==> src/rtl/depth_to_space_address_map_unit_assert.svh <==
// Assertion macros shared by the depth-to-space address map RTL.
`ifndef DEPTH_TO_SPACE_ADDRESS_MAP_UNIT_ASSERT_SVH
`define DEPTH_TO_SPACE_ADDRESS_MAP_UNIT_ASSERT_SVH

// The consequent must hold in the same cycle as the antecedent.
`define D2S_ASSERT_SAME(label, clk, rst, ante, cons, msg) \
   label: assert property (@(posedge clk) disable iff (rst) (ante) |-> (cons)) \
      else $error(msg);

// The consequent must hold in the cycle after the antecedent.
`define D2S_ASSERT_NEXT(label, clk, rst, ante, cons, msg) \
   label: assert property (@(posedge clk) disable iff (rst) (ante) |=> (cons)) \
      else $error(msg);

`endif

==> src/rtl/d2s_pkg.sv <==
// Shared types and constants of the depth-to-space address map unit.
package d2s_pkg;

   // Default geometry of the block.
   localparam int NUM_DIMS_DEF   = 4;
   localparam int INDEX_BITS_DEF = 24;

   // Field and register widths.
   localparam int IDX_FIELD_W = 24;
   localparam int VALUE_W     = 16;
   localparam int DIM_W       = 16;
   localparam int BS_W        = 5;
   localparam int LAYOUT_W    = 2;
   localparam int MAX_DIMS    = 4;
   localparam int CSR_ADDR_W  = 5;
   localparam int CSR_DATA_W  = 32;

   // Layout codes.
   localparam logic [LAYOUT_W-1:0] LAYOUT_PLANAR      = 2'd0;
   localparam logic [LAYOUT_W-1:0] LAYOUT_INTERLEAVED = 2'd1;

   // Register indexes, in the order of their byte addresses.
   typedef enum logic [2:0] {
      REG_LAYOUT      = 3'd0,
      REG_DEPTH_FIRST = 3'd1,
      REG_BLOCK_SIZE  = 3'd2,
      REG_DIM_INNER   = 3'd3,
      REG_DIM_SECOND  = 3'd4,
      REG_DIM_THIRD   = 3'd5,
      REG_DIM_OUTER   = 3'd6
   } csr_reg_type;

   // One request: an element index and its raw value.
   typedef struct packed {
      logic [IDX_FIELD_W-1:0] in_index;
      logic [VALUE_W-1:0]     element_value;
   } req_type;

   // One result: the remapped index and the unchanged value.
   typedef struct packed {
      logic [IDX_FIELD_W-1:0] out_index;
      logic [VALUE_W-1:0]     out_value;
   } rsp_type;

endpackage

==> src/rtl/d2s_divider.sv <==
// Pipelined restoring divider, one quotient bit per stage, with side payload.
module d2s_divider #(
   parameter int DIVIDEND_W = d2s_pkg::INDEX_BITS_DEF,
   parameter int SIDE_W     = d2s_pkg::VALUE_W
) (
   input  logic                      clock,
   input  logic                      reset,
   input  logic                      in_valid,
   input  logic [DIVIDEND_W-1:0]     in_dividend,
   input  logic [d2s_pkg::DIM_W-1:0] in_divisor,
   input  logic [SIDE_W-1:0]         in_side,
   output logic                      out_valid,
   output logic [DIVIDEND_W-1:0]     out_quotient,
   output logic [d2s_pkg::DIM_W-1:0] out_remainder,
   output logic [SIDE_W-1:0]         out_side
);

   localparam int RW = d2s_pkg::DIM_W;

   logic                  valid_ff [DIVIDEND_W];
   logic [DIVIDEND_W-1:0] x_ff     [DIVIDEND_W];
   logic [RW-1:0]         r_ff     [DIVIDEND_W];
   logic [SIDE_W-1:0]     side_ff  [DIVIDEND_W];

   // Each stage shifts in one dividend bit and decides one quotient bit. Users
   // must hold the configured divisor while requests are in flight; not enforced.
   for (genvar s = 0; s < DIVIDEND_W; s++) begin : g_stage
      logic                  v_src;
      logic [DIVIDEND_W-1:0] x_src;
      logic [RW-1:0]         r_src;
      logic [SIDE_W-1:0]     side_src;
      logic [RW:0]           trial;
      logic                  ge;

      if (s == 0) begin : g_first
         assign v_src    = in_valid;
         assign x_src    = in_dividend;
         assign r_src    = '0;
         assign side_src = in_side;
      end else begin : g_next
         assign v_src    = valid_ff[s-1];
         assign x_src    = x_ff[s-1];
         assign r_src    = r_ff[s-1];
         assign side_src = side_ff[s-1];
      end

      assign trial = {r_src, x_src[DIVIDEND_W-1]};
      assign ge    = trial >= {1'b0, in_divisor};

      always_ff @(posedge clock) begin
         if (reset) begin
            valid_ff[s] <= 1'b0;
         end else begin
            valid_ff[s] <= v_src;
         end
      end

      always_ff @(posedge clock) begin
         x_ff[s]    <= {x_src[DIVIDEND_W-2:0], ge};
         r_ff[s]    <= ge ? RW'(trial - {1'b0, in_divisor}) : trial[RW-1:0];
         side_ff[s] <= side_src;
      end
   end

   assign out_valid     = valid_ff[DIVIDEND_W-1];
   assign out_quotient  = x_ff[DIVIDEND_W-1];
   assign out_remainder = r_ff[DIVIDEND_W-1];
   assign out_side      = side_ff[DIVIDEND_W-1];

endmodule

==> config.mk <==
export PLATFORM = sky130hd
export DESIGN_NAME = d2s_divider
export DESIGN_NICKNAME = d
export VERILOG_FILES = /design/src/rtl/depth_to_space_address_map_unit_assert.svh /design/src/rtl/d2s_pkg.sv /design/src/rtl/d2s_divider.sv
export SDC_FILE = /design/constraint.sdc
export NUM_CORES = 2
export LEC_CHECK = 0
export BUFFER_PORTS_ARGS = -buffer_cell sky130_fd_sc_hd__buf_2
export CAP_MARGIN = 40
export CORE_ASPECT_RATIO = 0.8
export CORE_UTILIZATION = 40
export DETAILED_ROUTE_END_ITERATION = 10
export SLEW_MARGIN = 20
export SYNTH_ARGS = -nofsm -noshare
export SYNTH_HDL_FRONTEND = slang
export SYNTH_SLANG_ARGS = --single-unit
==> constraint.sdc <==
create_clock -name clock -period 4.51 [get_ports clock]
set_clock_uncertainty 0.05 [all_clocks]
set_input_delay 0.451 -clock clock [delete_from_list [all_inputs] [get_ports clock]]
set_output_delay 0.451 -clock clock [all_outputs]
set_load 0.01 [all_outputs]
# After elaboration in Yosys (flattened, before gate mapping)
# Memories as Yosys holds them, arrays and structs flattened.
# Index checks and enable logic that the tools add are counted.
dict set report totals {
  n_memories 4
  register_bits 0
  mem_bits_rw 1368
}
dict set report op_classes {
  magnitude_cmp 24
  bitwise_logic 24
  mux 51
  n_addsub 24
}
# name words width rd rd_clocked_by_memory_dff wr line
set mem_list {}
lappend mem_list {x_ff 24 24 24 0 24 d2s_divider.sv:21} ;# logic [DIVIDEND_W-1:0] x_ff [DIVIDEND_W];
lappend mem_list {r_ff 24 16 24 0 24 d2s_divider.sv:22} ;# logic [RW-1:0] r_ff [DIVIDEND_W];
lappend mem_list {side_ff 24 16 24 0 24 d2s_divider.sv:23} ;# logic [SIDE_W-1:0] side_ff [DIVIDEND_W];
lappend mem_list {valid_ff 24 1 24 0 24 d2s_divider.sv:20} ;# logic valid_ff [DIVIDEND_W];
# operator n
set ops {}
lappend ops {{greater-or-equal comparator 17 x 16 -> 1 bit} 23}
lappend ops {{two-way mux 16 bit} 24}
lappend ops {{subtractor 16 bit} 23}
lappend ops {{two-way mux 1 bit} 27}
lappend ops {{OR 1 bit} 24}
lappend ops {{greater-or-equal comparator 1 x 16 -> 1 bit} 1}
lappend ops {{subtractor 1 x 16 -> 16 bit} 1}

# Logic depth before layout (Yosys ltp)
dict set report logic_depth {
  word_depth 3
  depth_mapped 14
  depth_no_buf 12
}

# Least setup slack after synthesis
# OpenSTA, ideal clock, no wires.
dict set report synth_path {
  kind {input -> register}
  from {in in_divisor[1] (netlist bit)}
  to {mem r_ff[2][120] (netlist bit)}
  path_slack_ns 0.875
  cell_stages 13
  arrival_time_ns 3.464
  setup_ns 0.121
  path_cell_list {clkbuf_1 inv_1 ha_1 nor2b_4 o31a_1 o211ai_2 a21oi_1 o31ai_1 nand2b_1 a31o_1 a211oi_4 buf_8 mux2_4}
}
# item line
set synth_lines {}
lappend synth_lines {{start: declaration} d2s_divider.sv:10} ;# input logic [d2s_pkg::DIM_W-1:0] in_divisor,
lappend synth_lines {{end: declaration} d2s_divider.sv:22}

==> reports/results.ini <==
[outcome]
outcome = completed

[run]
cap_violations = 0

[synthesis]
netlist_area_sq_mm = 0.0483
synth_edf_count = 0
ys_warn_count = 0
syn_area_per_cell_sq_um = 11.4
syn_inst = 4218
yosysSeqAreaShare_pct = 56.7
synth_seq_cells = 1368
asyncSetResetFlopFracSynth_pct = 0
yosys.cell_types.count = 87
ys.flop_type = dfxtp_1
postSynthNetCount = 4670

[pwr]
cellLeakagePower_nw = 24.6
power.ir.vdd_worst_v = 0.000428
power.density_cell_area_mw_per_mm2 = 670
power_mw = 37.8

[clock_network]
tritoncts = built
cts_sinks = 1368
worst_skew_pair.late_latency_ns = 0.76
cts_inserted_buffers = 135
cts_htree_levels = 4
clockBufferDepth = 3
cts.repair_timing.setup_buffer_count = 0
cts-root-buf = clkbuf_16
clkTransAtPathRegs_ns = 0.06

[floorplan]
chipHeight_um = 313
top_level_ports = 116
floorplan.die_area_sq_mm = 0.122
fp.dieW_um = 390
placementRows = 113
core_area_sq_mm = 0.119
initial_core_util_pct = 40.5

[worst_setup_path]
crit_path_start_kind = register
cpMaxStageDelayCell = dfxtp_1
reg2reg_slack_ns = 1.19
worst-endpoint-arrival_ns = 3.91
worst_ep_required_time_ns = 5.11
critPathMaxStageDelay_ns = 0.63
worst_r2r_endpoint = r_ff[2][114]
cp_cell_sequence = ha_1, and4_1, nand2_1, a31oi_1, o31ai_1, nand2b_1, a31o_1, a211oi_4, buf_12, mux2_2
critical_path_peak_fanout = 16
criticalPathCategory = reg -> reg
endpoint_kind = register
cp.buffers_inverters = 1
rr_worst_depth = 10
critical_path.reg2reg.startpoint = r_ff[2][105]
cpLargestDelayFamily = compound AO/OA/AOI/OAI gates

[timing]
worst_slew_margin_rel_pct = 48.3
max_slew.worst_pin.slew_ns = 0.775
final.min_clock_period_ns = 3.32
max_clock_freq_mhz = 302
rsz0062_at_grt = no
finalSetupViolations = 0
timing.setup.tns_ns = 0
finalHoldViolCount = 0
final-max-slew-violation-count = 0
min_period_over_period_pct = 73.5

[drt]
drc = 0
dr_pass1_iterations = 7
starting_drt_drc_count = 1650
finalWirelength_um = 99100
route.antenna.remaining_nets = 0
vias = 30100
vias_per_cell = 4.82
wire_per_inst_um = 15.9

[global_routing]
globalRouteTotalUtil_pct = 16.2
grt_antenna_before_repair = 0
gr-total-overflow = 0
grt_start_max_net_pins = 31
grt_pass1_wl_um = 156000
first_global_vias = 28500

[min_path]
timing.hold.worst.class = in -> reg
hold_path_depth = 3
worst_hold_end = r_ff[0][0]
worst_hold_startpoint = in_divisor[0]

[final_layout]
flow.area_growth_from_synthesis_pct = 16.8
layout-drive-gt1-share_pct = 14.2
finalNetCount = 4980

[place]
dp_hpwl_um = 67500
gpl.final_weighted_congestion = 0.864
port_buffers = 115

[where the power goes]
part	leakage, nW	internal [mW]	switching (mW)
logic	11.0	5.48	5.92
clock network	2.26	6.55	4.80
registers	11.4	14.0	0.983
[timing repair]
item / 4_1_cts / 5_1_grt
hold endpoints to repair: 61 / 0
resized for setup: 0 / 0
setup endpoints to repair: 0 / 0
hold buffers: 45 / 0
[cell usage after synthesis (7+ instances only)]
cell | instances | area [sq um]
a211o_1 | 16 | 140
a211oi_1 | 19 | 143
a21boi_0 | 25 | 188
a21o_1 | 96 | 721
a21oi_1 | 286 | 1430
a31o_2 | 7 | 61.3
a31oi_1 | 29 | 181
and2_1 | 10 | 62.6
and3_1 | 17 | 106
and4_1 | 10 | 87.6
buf_2 | 16 | 80.1
clkbuf_1 | 23 | 86.3
dfxtp_1 | 1368 | 27400
fa_1 | 23 | 460
ha_1 | 370 | 4630
inv_1 | 142 | 533
mux2_1 | 11 | 124
mux2_2 | 181 | 2040
mux2_4 | 13 | 195
mux2i_1 | 38 | 380
nand2_1 | 171 | 642
nand2b_1 | 52 | 325
nand3_1 | 57 | 285
nand3b_1 | 8 | 60.1
nand4_1 | 37 | 231
nor2_1 | 277 | 1040
nor2b_1 | 83 | 519
nor3_1 | 77 | 385
nor4_1 | 14 | 87.6
o211ai_1 | 12 | 90.1
o21a_1 | 64 | 480
o21ai_0 | 178 | 891
o21ai_1 | 13 | 65.1
o21bai_1 | 17 | 128
o31a_1 | 22 | 193
o31ai_1 | 18 | 135
o41ai_1 | 8 | 70.1
or2_2 | 14 | 87.6
or3_1 | 14 | 87.6
xnor2_1 | 181 | 1590
xor2_1 | 88 | 771
[sequential cells by signal (all words and copies together), names as in the netlist]
register,count
x_ff,576
r_ff,384
side_ff,384
valid_ff,24
[cells by family (layout without fill, tap and decap cells)]
group,count (synthesis),count (layout),share of synthesized area (%)
adder cells (fa/ha/maj),393,393,10.5
AO/OA/AOI/OAI,887,887,11.8
flip-flops,1368,1368,56.7
XOR/XNOR,269,269,4.88
multiplexers,243,243,5.67
other,0,1,0
AND/OR/NAND/NOR,861,861,8.65
buffers and inverters,197,617,1.70
[metrics by stage]
step	hold WS [ns]	area [sq um]	worst slack, ns	utilization, %	instances
finish	0.184	56400	1.19	47.3	6249
global route	0.163	56400	1.10	47.3	6248
CTS	0.105	56400	1.26	47.3	6246
detailed placement	0.262	51300	0.717	43.1	5954
global placement	0.260	51300	0.488	43.0	5951
floorplan	0.260	48300	0.875	-	4218
[worst max-delay path by stage]
stage	from	to	slack, ns	depth (start not counted)
finish	r_ff[2][105]	r_ff[2][114]	1.19	10
global route	r_ff[2][105]	r_ff[2][114]	1.10	10
CTS	r_ff[2][105]	r_ff[2][114]	1.26	10
detailed placement	in_divisor[9]	r_ff[1][57]	0.72	13
global placement	in_divisor[8]	r_ff[2][88]	0.49	12
floorplan	in_divisor[1]	r_ff[2][120]	0.87	13
[cell usage in the layout (no fill, tap or decap), types with 24 or more instances in the layout]
cell	instances
a21boi_0	25
a21o_1	96
a21oi_1	286
a31oi_1	28
buf_2	115
buf_4	47
clkbuf_16	137
clkbuf_8	24
dfxtp_1	1368
dlygate4sd3_1	45
ha_1	370
inv_1	140
mux2_2	181
mux2i_1	38
nand2_1	171
nand2b_1	52
nand3_1	57
nand4_1	37
nor2_1	277
nor2b_1	83
nor3_1	77
o21a_1	64
o21ai_0	177
xnor2_1	181
xor2_1	88
[final cells by class]
cell class              count  area, sq um
clock buffers             179         3830
repair buffers            227         1760
fillers                 10800        62800
inverters                 143          537
well taps                1610         2010
flip-flops and latches   1368        27400
diodes                      1         2.50
clock inverters            68          774
multi-input cells        2653        20100
[layer usage]
metal / up-vias / track usage [%] / share of wire, %
li1: 15500 / - / -
met1: 13900 / 24.1 / 53
met2: 584 / 23.1 / 40
met3: 163 / 3.28 / 4.7
met4: 0 / 5.43 / 2.5
met5: - / 0 / 0
[worst register-to-register path, cell delays in order, from the launching register on]
cell and delay [ns]:
dfxtp_1 0.63, ha_1 0.52, and4_1 0.37, nand2_1 0.08
a31oi_1 0.09, o31ai_1 0.25, nand2b_1 0.12, a31o_1 0.23
a211oi_4 0.30, buf_12 0.20, mux2_2 0.36
Power figures use the tool's default switching activity.
